[config.mk]
export PLATFORM = sky130hd
export DESIGN_NAME = virtual_timer_multiplexer_top
export DESIGN_NICKNAME = d
export VERILOG_FILES = /design/src/rtl/vtm_pkg.sv /design/src/rtl/vtm_cell.sv /design/src/rtl/vtm_ring.sv /design/src/rtl/virtual_timer_multiplexer_top.sv
export SDC_FILE = /design/constraint.sdc
export NUM_CORES = 2
export LEC_CHECK = 0
export BUFFER_PORTS_ARGS = -buffer_cell sky130_fd_sc_hd__clkbuf_2
export CAP_MARGIN = 20
export CORE_MARGIN = 1
export CORE_UTILIZATION = 45
export DETAILED_ROUTE_END_ITERATION = 10
export PLACE_DENSITY_LB_ADDON = 0.25
export REMOVE_ABC_BUFFERS = 1
export SYNTH_ARGS = -nofsm -noshare
export SYNTH_HDL_FRONTEND = slang
export SYNTH_SLANG_ARGS = --single-unit
[constraint.sdc]
create_clock -name clk -period 68.3 [get_ports clk]
set_input_delay 6.83 -clock clk [delete_from_list [all_inputs] [get_ports clk]]
set_output_delay 6.83 -clock clk [all_outputs]
set_load 0.02 [all_outputs]
[src/rtl/vtm_pkg.sv]
package vtm_pkg;

    localparam int TIMERS = 8;
    localparam int IDX_W = $clog2(TIMERS) > 0 ? $clog2(TIMERS) : 1;
    localparam int CNT_W = $clog2(TIMERS + 1);
    localparam int TICK_W = 48;
    localparam logic [TICK_W-1:0] TICK_MAX = 48'hFFFF_FFFF_FFFF;

    localparam logic [2:0] KIND_SET    = 3'd0;
    localparam logic [2:0] KIND_CHANGE = 3'd1;
    localparam logic [2:0] KIND_START  = 3'd2;
    localparam logic [2:0] KIND_STOP   = 3'd3;
    localparam logic [2:0] KIND_MATCH  = 3'd4;

    localparam logic [1:0] ST_OK       = 2'd0;
    localparam logic [1:0] ST_NOT_FOUND = 2'd1;
    localparam logic [1:0] ST_FULL     = 2'd2;
    localparam logic [1:0] ST_RESERVED = 2'd3;

    localparam logic [0:0] ADDR_LIMIT = 1'b0;

    typedef struct packed {
        logic [2:0]        kind;
        logic [7:0]        tmr_id;
        logic [31:0]       delay_ticks;
        logic [31:0]       period_ticks;
        logic              one_shot;
        logic              lock_flag;
        logic [TICK_W-1:0] now;
    } req_t;

    typedef struct packed {
        logic [1:0]        status;
        logic              compare_valid;
        logic [TICK_W-1:0] compare_value;
        logic              fired;
        logic [7:0]        fired_timer_id;
        logic              fired_deferred;
    } rsp_t;

    // one timer entry as it travels round the ring
    typedef struct packed {
        logic [7:0]        id;
        logic [31:0]       period;
        logic [31:0]       delay;
        logic [TICK_W-1:0] match;
        logic              run;
        logic              res;
        logic              one;
    } entry_t;

    // per-cycle command from the sequencer to every cell
    typedef struct packed {
        logic   shift;
        logic   write;
        entry_t wdata;
    } ring_ctl_t;

    typedef enum logic [2:0] {
        S_IDLE,
        S_SCAN,
        S_APPLY,
        S_SEARCH,
        S_OUT
    } state_t;

endpackage

[src/rtl/vtm_cell.sv]
module vtm_cell (
    input  logic                clk,
    input  logic                rst_n,
    input  vtm_pkg::ring_ctl_t  ctl,
    input  logic                head,
    input  vtm_pkg::entry_t     din,
    output vtm_pkg::entry_t     dout
);

    vtm_pkg::entry_t            ent_cur;
    vtm_pkg::entry_t            ent_next;
    logic [7:0]                 id_reg;
    logic                       run_reg;
    logic                       res_reg;
    logic                       one_reg;
    logic [31:0]                period_reg;
    logic [31:0]                delay_reg;
    logic [vtm_pkg::TICK_W-1:0] match_reg;

    assign ent_cur = {id_reg, period_reg, delay_reg, match_reg, run_reg, res_reg, one_reg};

    // the head cell takes a rewritten entry instead of its neighbor's
    always_comb
    begin
        ent_next = ent_cur;
        if (ctl.shift)
        begin
            ent_next = (head && ctl.write) ? ctl.wdata : din;
        end
    end

    always_ff @(posedge clk or negedge rst_n)
    begin
        if (!rst_n)
        begin
            id_reg  <= '0;
            run_reg <= 1'b0;
            res_reg <= 1'b0;
            one_reg <= 1'b0;
        end
        else
        begin
            id_reg  <= ent_next.id;
            run_reg <= ent_next.run;
            res_reg <= ent_next.res;
            one_reg <= ent_next.one;
        end
    end

    always_ff @(posedge clk)
    begin
        period_reg <= ent_next.period;
        delay_reg  <= ent_next.delay;
        match_reg  <= ent_next.match;
    end

    assign dout = ent_cur;

endmodule

[src/rtl/vtm_ring.sv]
module vtm_ring (
    input  logic                clk,
    input  logic                rst_n,
    input  vtm_pkg::ring_ctl_t  ctl,
    output vtm_pkg::entry_t     tail
);

    vtm_pkg::entry_t link [vtm_pkg::TIMERS];

    // cell 0 is the head; the last cell feeds back into it
    for (genvar g = 0; g < vtm_pkg::TIMERS; g++)
    begin : g_cell
        vtm_cell u_cell (
            .clk  (clk),
            .rst_n(rst_n),
            .ctl  (ctl),
            .head (g == 0),
            .din  (link[(g + vtm_pkg::TIMERS - 1) % vtm_pkg::TIMERS]),
            .dout (link[g])
        );
    end

    assign tail = link[vtm_pkg::TIMERS-1];

endmodule

[src/rtl/virtual_timer_multiplexer_top.sv]
// Virtual timer multiplexer. The timer table is a ring of TIMERS cells that
// rotates one position per cycle during the scan, apply and search phases; the
// entry leaving the last cell is the one the sequencer examines and may rewrite
// as it re-enters the first cell. A request passes through a lap for the id
// lookup and a lap to apply the change, and for start and match a further lap
// for the earliest-match search, before its response is registered.
// One request is in flight at a time; the response sits in an output register
// and the next request is taken once it has been handed over.
module virtual_timer_multiplexer_top (
    input  logic            clk,
    input  logic            rst_n,
    input  logic            in_valid,
    output logic            in_ready,
    input  vtm_pkg::req_t   in_data,
    output logic            out_valid,
    input  logic            out_ready,
    output vtm_pkg::rsp_t   out_data,
    input  logic            psel,
    input  logic            penable,
    input  logic            pwrite,
    input  logic [2:0]      paddr,
    input  logic [31:0]     pwdata,
    output logic [31:0]     prdata,
    output logic            pready
);

    localparam int IW = vtm_pkg::IDX_W;
    localparam int CW = vtm_pkg::CNT_W;
    localparam logic [CW-1:0] LAST = CW'(vtm_pkg::TIMERS - 1);
    localparam logic [CW-1:0] FULL = CW'(vtm_pkg::TIMERS);

    logic [7:0]         limit_reg;
    vtm_pkg::state_t    state_reg, state_next;
    vtm_pkg::req_t      req_reg;
    logic [CW-1:0]      step_reg, step_next;
    logic [CW-1:0]      count_reg, count_next;
    logic [IW-1:0]      cur_reg, cur_next;
    logic               found_reg, found_next;
    logic [IW-1:0]      slot_reg, slot_next;
    logic               any_reg, any_next;
    logic [IW-1:0]      pick_reg, pick_next;
    logic [47:0]        best_reg, best_next;
    logic               out_valid_reg;
    vtm_pkg::rsp_t      rsp_reg, rsp_next;
    vtm_pkg::ring_ctl_t ctl;
    vtm_pkg::entry_t    tail;
    logic               apb_wr;
    logic [IW-1:0]      pos;
    logic               in_use;
    logic               search;

    assign pready = 1'b1;
    assign apb_wr = psel && penable && pwrite;
    assign prdata = (paddr[2] == vtm_pkg::ADDR_LIMIT) ? {24'd0, limit_reg} : 32'd0;

    always_ff @(posedge clk or negedge rst_n)
    begin
        if (!rst_n)
            limit_reg <= '0;
        else if (apb_wr && paddr[2] == vtm_pkg::ADDR_LIMIT)
            limit_reg <= pwdata[7:0];
    end

    vtm_ring u_ring (
        .clk  (clk),
        .rst_n(rst_n),
        .ctl  (ctl),
        .tail (tail)
    );

    // a new request may enter in the cycle the previous response is taken
    assign in_ready  = (state_reg == vtm_pkg::S_IDLE) && (!out_valid_reg || out_ready);
    assign out_valid = out_valid_reg;
    assign out_data  = rsp_reg;
    assign pos       = step_reg[IW-1:0];
    assign in_use    = step_reg < count_reg;
    assign search    = req_reg.kind == vtm_pkg::KIND_START || req_reg.kind == vtm_pkg::KIND_MATCH;

    // next state
    always_comb
    begin
        state_next = state_reg;
        unique case (state_reg)
            vtm_pkg::S_IDLE:
                if (in_valid && in_ready)
                    state_next = vtm_pkg::S_SCAN;
            vtm_pkg::S_SCAN:
                if (step_reg == LAST)
                    state_next = vtm_pkg::S_APPLY;
            vtm_pkg::S_APPLY:
                if (step_reg == LAST)
                    state_next = search ? vtm_pkg::S_SEARCH : vtm_pkg::S_OUT;
            vtm_pkg::S_SEARCH:
                if (step_reg == LAST)
                    state_next = vtm_pkg::S_OUT;
            vtm_pkg::S_OUT:
                if (!out_valid_reg || out_ready)
                    state_next = vtm_pkg::S_IDLE;
            default:
                state_next = vtm_pkg::S_IDLE;
        endcase
    end

    // datapath and ring control
    always_comb
    begin
        logic hit;
        logic [47:0] sum;
        vtm_pkg::entry_t w;
        logic tgt;
        hit        = 1'b0;
        sum        = '0;
        w          = tail;
        tgt        = 1'b0;
        step_next  = step_reg;
        count_next = count_reg;
        cur_next   = cur_reg;
        found_next = found_reg;
        slot_next  = slot_reg;
        any_next   = any_reg;
        pick_next  = pick_reg;
        best_next  = best_reg;
        rsp_next   = rsp_reg;
        ctl        = '0;
        unique case (state_reg)
            vtm_pkg::S_IDLE:
            begin
                step_next  = '0;
                found_next = 1'b0;
                slot_next  = '0;
                any_next   = 1'b0;
                pick_next  = '0;
                best_next  = vtm_pkg::TICK_MAX;
                rsp_next   = '0;
            end
            vtm_pkg::S_SCAN:
            begin
                // tail holds entry at position step_reg
                ctl.shift = 1'b1;
                hit = in_use && tail.id == req_reg.tmr_id && !found_reg;
                if (hit)
                begin
                    found_next = 1'b1;
                    slot_next  = pos;
                end
                step_next = (step_reg == LAST) ? '0 : step_reg + 1'b1;
                if (step_reg == LAST)
                begin
                    // resolve status and the slot to touch
                    priority case (req_reg.kind)
                        vtm_pkg::KIND_SET:
                            if (!(found_reg || hit))
                            begin
                                if (count_reg >= FULL)
                                    rsp_next.status = vtm_pkg::ST_FULL;
                                else
                                begin
                                    slot_next  = count_reg[IW-1:0];
                                    found_next = 1'b1;
                                    count_next = count_reg + 1'b1;
                                end
                            end
                        vtm_pkg::KIND_CHANGE, vtm_pkg::KIND_START, vtm_pkg::KIND_STOP:
                            if (!(found_reg || hit))
                                rsp_next.status = vtm_pkg::ST_NOT_FOUND;
                        vtm_pkg::KIND_MATCH:
                        begin
                            found_next = 1'b1;
                            slot_next  = cur_reg;
                        end
                        default:
                            found_next = 1'b0;
                    endcase
                end
            end
            vtm_pkg::S_APPLY:
            begin
                ctl.shift = 1'b1;
                ctl.write = 1'b1;
                tgt = found_reg && pos == slot_reg;
                if (tgt)
                begin
                    unique case (req_reg.kind)
                        vtm_pkg::KIND_SET:
                            if (tail.res)
                                rsp_next.status = vtm_pkg::ST_RESERVED;
                            else
                            begin
                                w.period = req_reg.period_ticks;
                                w.delay  = req_reg.delay_ticks;
                                w.id     = req_reg.tmr_id;
                                w.one    = req_reg.one_shot;
                                w.res    = req_reg.lock_flag;
                                w.run    = 1'b0;
                                w.match  = req_reg.now + 48'(req_reg.period_ticks)
                                    + 48'(req_reg.delay_ticks);
                            end
                        vtm_pkg::KIND_CHANGE:
                        begin
                            w.period = req_reg.period_ticks;
                            w.delay  = req_reg.delay_ticks;
                            w.one    = req_reg.one_shot;
                        end
                        vtm_pkg::KIND_START:
                            if (!tail.run)
                            begin
                                w.match = req_reg.now + 48'(tail.period) + 48'(tail.delay);
                                w.run   = 1'b1;
                                any_next = 1'b1;
                            end
                        vtm_pkg::KIND_STOP:
                        begin
                            w.run = 1'b0;
                            w.res = 1'b0;
                        end
                        vtm_pkg::KIND_MATCH:
                        begin
                            if (tail.run)
                            begin
                                rsp_next.fired          = 1'b1;
                                rsp_next.fired_timer_id = tail.id;
                                rsp_next.fired_deferred = tail.id > limit_reg;
                            end
                            if (tail.one)
                                w.run = 1'b0;
                            else
                                w.match = req_reg.now + 48'(tail.period);
                            any_next = 1'b1;
                        end
                        default:
                            w = tail;
                    endcase
                end
                ctl.wdata = w;
                step_next = (step_reg == LAST) ? '0 : step_reg + 1'b1;
            end
            vtm_pkg::S_SEARCH:
            begin
                // any_reg marks that the search counts for this request
                ctl.shift = 1'b1;
                sum = tail.match;
                if (in_use && tail.run && sum <= best_reg)
                begin
                    best_next = sum;
                    pick_next = pos;
                    found_next = 1'b0;
                    rsp_next.compare_valid = any_reg;
                end
                step_next = (step_reg == LAST) ? '0 : step_reg + 1'b1;
                if (step_reg == LAST && rsp_next.compare_valid)
                begin
                    rsp_next.compare_value = (best_next < req_reg.now) ? req_reg.now : best_next;
                    cur_next = pick_next;
                end
            end
            vtm_pkg::S_OUT:
                step_next = '0;
            default:
                step_next = '0;
        endcase
    end

    always_ff @(posedge clk or negedge rst_n)
    begin
        if (!rst_n)
        begin
            state_reg     <= vtm_pkg::S_IDLE;
            step_reg      <= '0;
            count_reg     <= '0;
            cur_reg       <= '0;
            found_reg     <= 1'b0;
            any_reg       <= 1'b0;
            out_valid_reg <= 1'b0;
        end
        else
        begin
            state_reg <= state_next;
            step_reg  <= step_next;
            count_reg <= count_next;
            cur_reg   <= cur_next;
            found_reg <= found_next;
            any_reg   <= any_next;
            if (state_reg == vtm_pkg::S_OUT && (!out_valid_reg || out_ready))
                out_valid_reg <= 1'b1;
            else if (out_valid_reg && out_ready)
                out_valid_reg <= 1'b0;
        end
    end

    always_ff @(posedge clk)
    begin
        if (in_valid && in_ready)
            req_reg <= in_data;
        slot_reg <= slot_next;
        pick_reg <= pick_next;
        best_reg <= best_next;
        if (state_reg != vtm_pkg::S_OUT && (!out_valid_reg || out_ready))
            rsp_reg <= rsp_next;
    end

    a_count_bound: assert property (@(posedge clk) disable iff (!rst_n)
        count_reg <= FULL) else $error("entry count overflow");

    a_out_hold: assert property (@(posedge clk) disable iff (!rst_n)
        out_valid && !out_ready |=> out_valid && $stable(out_data))
        else $error("response dropped");

    a_ring_home: assert property (@(posedge clk) disable iff (!rst_n)
        state_reg == vtm_pkg::S_IDLE |-> step_reg == '0 || $past(state_reg) == vtm_pkg::S_OUT)
        else $error("ring not aligned");

endmodule
After elaboration in Yosys (flattened, before gate mapping)
Cells that the tools add are included.
{"block": "totals", "regBits": 1249, "input_bits": 167, "output_inout_bits": 96}
{"block": "op_classes", "addsub": 6, "n_lt_le_gt_ge": 5, "n_eq_ne": 30, "n_mux": 66, "bitwise": 3, "reduce_logical": 38}
{"operator": "123-bit 2-to-1 mux", "count": 3}
{"operator": "48-bit 2-to-1 mux", "count": 5}
{"operator": "48-bit by 32-bit adder with 48-bit output", "count": 4}
{"operator": "48-bit case mux with 3 select lines", "count": 1}
{"operator": "64-bit case mux with 2 select lines", "count": 1}
{"operator": "124-bit 2-to-1 mux", "count": 1}
{"operator": "49-bit case mux with 2 select lines", "count": 1}
{"operator": "48-bit case mux with 2 select lines", "count": 1}
{"operator": "49-bit 2-to-1 mux", "count": 1}
{"operator": "48-bit less-or-equal comparator", "count": 1}
{"operator": "48-bit < comparator", "count": 1}
{"operator": "3-bit 2-to-1 mux", "count": 11}
{"operator": "10-bit 2-to-1 mux", "count": 3}
{"operator": "10-bit case mux with 2 select lines", "count": 1}
{"operator": "3-bit inequality test, second input constant", "count": 6}
{"operator": "3-bit case mux with 2 select lines", "count": 3}
{"operator": "8-bit 2-to-1 mux", "count": 2}
{"operator": "3-bit case mux with 5 select lines", "count": 1}
{"operator": "5-bit AND reduction", "count": 3}
{"operator": "1-bit logical AND", "count": 14}
{"operator": "2-bit 2-to-1 mux", "count": 7}
{"operator": "2-bit inequality test, second input constant", "count": 7}
{"operator": "1-bit 2-to-1 mux", "count": 13}
{"operator": "3-bit by 2-bit equality test with 1-bit output, second input constant", "count": 4}
{"operator": "28 further kinds", "count": 53}

Depth between registers and ports, before layout
{"block": "logic_depth", "ltp_word": 9, "mapped_depth": 27, "ltp_nobuf": 23}

Hierarchy
Synthesis repeated with hierarchy kept, for this count alone.
{"block": "hier_totals", "hier_cells": 5043, "hier_area_um2": 65828.1}
{"module": "vtm_cell", "instances": 8, "cells_per_inst": 301, "area_per_inst_um2": 5336.4, "seq_area_each_um2": 3638.5}
{"module": "virtual_timer_multiplexer_top", "instances": 1, "cells_per_inst": 2633, "area_per_inst_um2": 23129.7, "seq_area_each_um2": 7832.5}
{"module": "vtm_ring", "instances": 1, "cells_per_inst": 2, "area_per_inst_um2": 7.5, "seq_area_each_um2": 0.0}

Worst setup path after synthesis
OpenSTA, ideal clock, no wires.
{"block": "synth_path", "path_type": "register -> register", "from": "register state_reg[0]", "to": "register u_ring.g_cell[0].u_cell.delay_reg[0], enable pin", "setup_time_ns": 1.613, "t_arrival_ns": 25.032, "required_ns": 66.687, "path_slack_ns": 41.654, "stages_incl_launch_ff": 5, "n_path_buf": 1, "path_cell_list": "dfrtp_1 > or2_2 > nand2b_1 > inv_2 > clkbuf_1"}
{"item": "start: declaration", "line_no": "virtual_timer_multiplexer_top.sv:33", "rtl": "vtm_pkg::state_t state_reg, state_next;"}
{"item": "start signal: assignment", "line_no": "virtual_timer_multiplexer_top.sv:267", "rtl": "state_reg <= vtm_pkg::S_IDLE;"}
{"item": "start signal: assignment", "line_no": "virtual_timer_multiplexer_top.sv:277", "rtl": "state_reg <= state_next;"}
{"item": "end signal: assignment", "line_no": "vtm_cell.sv:53", "rtl": "delay_reg <= ent_next.delay;"}
{"item": "end: declaration", "line_no": "vtm_cell.sv:17", "rtl": "logic [31:0] delay_reg;"}

Worst setup path in the final report
{"block": "layout_path", "from": "input out_ready", "to": "output in_ready"}
{"block": "layout_between", "elab_chain_cells": 2}
{"item": "start: declaration", "line_no": "virtual_timer_multiplexer_top.sv:16", "rtl": "input logic out_ready,"}
{"item": "1-bit logical OR", "line_no": "virtual_timer_multiplexer_top.sv:72", "rtl": "assign in_ready = (state_reg == vtm_pkg::S_IDLE) && (!out_valid_reg || out_ready);"}
{"item": "1-bit logical AND", "line_no": "virtual_timer_multiplexer_top.sv:72"}
{"item": "end: declaration", "line_no": "virtual_timer_multiplexer_top.sv:13", "rtl": "output logic in_ready,"}
Every way passes these cells.

==> flow_metrics.env <==
export IMPL_status="finished clean"
export IMPL_ys_warn_count=0
export IMPL_viasPerCell=5.55
export IMPL_cts_root_buffer="clkbuf_16"
export IMPL_first_global_vias=29219
export IMPL_ir_worst_vdd_mv=0.0242
export IMPL_min_path_cells=0
export IMPL_worst_hold_path_type="reg2reg"
export IMPL_io_pins=263
export IMPL_die_area_mm2=0.119
export IMPL_hold_buffers=0
export IMPL_switching_power_mw=0.874
export IMPL_portBuffers=211
export IMPL_numCtsBuffers=133
export IMPL_fmax_mhz=69.2
export IMPL_p_sw_frac=0.335
export IMPL_initial_core_util=0.455
export IMPL_combPwrFrac=0.266
export IMPL_worstHoldEndpoint="u_ring.g_cell[3].u_cell.match_reg[27]"
export IMPL_cts_buffer_depth=3
export IMPL_synth_compound_area_frac=0.0860
export IMPL_synthCells=3612
export IMPL_worst_setup_path_start_kind="primary input"
export IMPL_std_cell_rows=125
export IMPL_num_vias=30535
export IMPL_ys_flop_type="edfxtp_1"
export IMPL_reg2reg_from="u_ring.g_cell[7].u_cell.match_reg[30]"
export IMPL_insertion_delay_ps=760
export IMPL_reg2reg_to="out_data[27]"
export IMPL_synth_edff_count=1136
export IMPL_grt_usage=0.211
export IMPL_drive_above_1_share=0.156
export IMPL_p_int_mw=1.74
export IMPL_fin_tns_setup_ps=0
export IMPL_cp_slowest_cell="nor2b_1"
export IMPL_fin_crit_sh=0.212
export IMPL_postCtsSetupBuffers=0
export IMPL_setup_viol=0
export IMPL_critPathRequiredTime_ps=61470
export IMPL_cts_max_level=4
export IMPL_maxSlewViolCount=0
export IMPL_core_area_mm2=0.117
export IMPL_worstPathCellList="clkbuf_2 > nor2b_1 > nor2b_1 > clkbuf_2"
export IMPL_die_h_um=345
export IMPL_synthMuxAreaShare=0.0294
export IMPL_crit_type="in2out"
export IMPL_routed_wl_um=126000
export IMPL_cts_sinks=1249
export IMPL_slowest_delay_ps=410
export IMPL_clk_pin_slew_ps=60
export IMPL_synth_cell_types=105
export IMPL_arrival_ps=7630
export IMPL_grt_max_degree=147
export IMPL_cts_resized=0
export IMPL_reg2reg_slack_ps=59720
export IMPL_crit_buf_inv=2
export IMPL_seq_area_frac_synth=0.697
export IMPL_wire_per_inst_um=22.9
export IMPL_period_needed_ps=14460
export IMPL_dr_pass1_iters=5
export IMPL_power_frac_seq=0.464
export IMPL_antenna_found_initial=4
export IMPL_power_frac_clock=0.269
export IMPL_whs_ps=395
export IMPL_drc=0
export IMPL_synthXorXnorAreaFrac=0.0215
export IMPL_syn2layout_area_growth_pct=13.3
export IMPL_dpl_hpwl_um=88600
export IMPL_synth_seq_cells=1249
export IMPL_worstSetupEndpointType="output pin"
export IMPL_synth_area_per_cell_um2=14.7
export IMPL_cts_tree="built"
export IMPL_fin_skew_ps=33.9
export IMPL_hold_viol=0
export IMPL_tightestPinTransition_ps=1100
export IMPL_drt_iter0_drc=3043
export IMPL_die_w_um=345
export IMPL_path_max_fanout=5
export IMPL_grt_overflow_total=0
export IMPL_synth_area_mm2=0.0530
export IMPL_synthSimpleGateAreaFrac=0.0797
export IMPL_p_leak_nw=21.5
export IMPL_grt_pass1_wl_um=187000
export IMPL_crit_family="simple AND/OR/NAND/NOR gates"
export IMPL_worst_r2r_path_depth=22
export IMPL_max_cap_violations=0
export IMPL_largest_reg_flops=384
export IMPL_rsz0062_at_grt="no"
export IMPL_place_gp_congestion=0.928
export IMPL_fin_nets=4295
export IMPL_diodes=0
export IMPL_synthAdderAreaFrac=0.0628
export IMPL_relSlewSlack=0.266
export IMPL_drtAntennaViolNets=0
export IMPL_min_from="u_ring.g_cell[2].u_cell.match_reg[27]"
export IMPL_cp_depth=4
export IMPL_p_total_mw=2.61
export IMPL_powerDensity_mw_per_mm2=43.5
export IMPL_synth_async_reset_ratio=0.0905
export IMPL_synth_top_family_by_area="compound AO/OA/AOI/OAI gates"
[cell usage in the layout, fill, tap and decap left out, types with 34 or more instances in the layout]
cell type	instances
edfxtp_1	1136
nand2_1	398
ha_1	210
clkbuf_2	210
a21oi_1	160
o21ai_0	140
inv_1	136
clkbuf_16	136
nor2_1	129
mux2_2	117
dfrtp_1	113
a21o_1	93
nand4_1	90
xnor2_1	82
nand2b_1	65
o31ai_1	56
buf_4	51
nand3_1	48
xor2_1	48
fa_1	35
clkbuf_1	34
[worst max-delay path by stage]
stage                          from        to  slack (ps)
final                     out_ready  in_ready       53840
after global routing      out_ready  in_ready       53750
after CTS                 out_ready  in_ready       53810
after detailed placement  out_ready  in_ready       53820
after global placement    out_ready  in_ready       53820
after floorplan           out_ready  in_ready       54240
[synthesized netlist by cell type (16+ instances only)]
| cell type | number | area, um^2 |
|---|---|---|
| dfrtp_1 | 113 | 2830 |
| clkbuf_1 | 92 | 345 |
| and3_1 | 26 | 163 |
| ha_1 | 210 | 2630 |
| fa_1 | 35 | 701 |
| nor2_1 | 131 | 492 |
| nor3_1 | 27 | 135 |
| o31ai_1 | 56 | 420 |
| inv_1 | 136 | 510 |
| xnor2_1 | 82 | 718 |
| o211ai_1 | 16 | 120 |
| nand2b_1 | 66 | 413 |
| xor2_1 | 48 | 420 |
| a21o_1 | 93 | 698 |
| mux2i_1 | 24 | 240 |
| a21oi_1 | 162 | 811 |
| o21ai_0 | 140 | 701 |
| edfxtp_1 | 1136 | 34100 |
| nand3_1 | 48 | 240 |
| buf_4 | 28 | 210 |
| nand4_1 | 90 | 563 |
| mux2_2 | 117 | 1320 |
| nand2_1 | 398 | 1490 |
[per-layer routing]
layer | share of wire | global-route usage | vias up | wire length (um)
met2 | 0.45 | 0.322 | 911 | 57000
met3 | 0.053 | 0.0310 | 206 | 6630
met4 | 0.034 | 0.0785 | 0 | 4260
met5 | 0 | 0 | - | 0
met1 | 0.46 | 0.307 | 15257 | 58300
li1 | - | - | 14161 | -
[power by group through the flow]
stage / clock network, mW / registers (mW) / logic (mW)
floorplan: 0 / 1.31 / 0.445
global placement: 0 / 1.22 / 0.686
detailed placement: 0 / 1.23 / 0.693
CTS: 0.722 / 1.21 / 0.697
global route: 0.749 / 1.23 / 0.762
finish: 0.703 / 1.21 / 0.695
[cell type report]
class / instances / area (um^2)
multi-input combinational: 2097 / 15000
clock buffer: 175 / 3600
tap: 1524 / 1910
fill: 9689 / 56500
timing repair buffer: 262 / 1440
sequential: 1249 / 36900
clock inverter: 59 / 671
inverter: 140 / 533
[metrics by stage]
step	cell area [um^2]	cells	utilization	worst slack [ps]
2_1_floorplan	52400	3486	-	54240
3_3_place_gp	55800	5271	0.479	53820
3_5_place_dp	55800	5272	0.479	53820
4_1_cts	60100	5506	0.515	53810
5_1_grt	60100	5506	0.515	53750
6_report	60100	5506	0.515	53840
[cells by family after synthesis]
group                    Yosys count
flip-flops                      1249
other                              2
adder cells (fa/ha/maj)          245
AO/OA/AOI/OAI                    675
buffers and inverters            289
AND/OR/NAND/NOR                  881
multiplexers                     141
XOR/XNOR                         130
(Power assumes the default switching activity.)
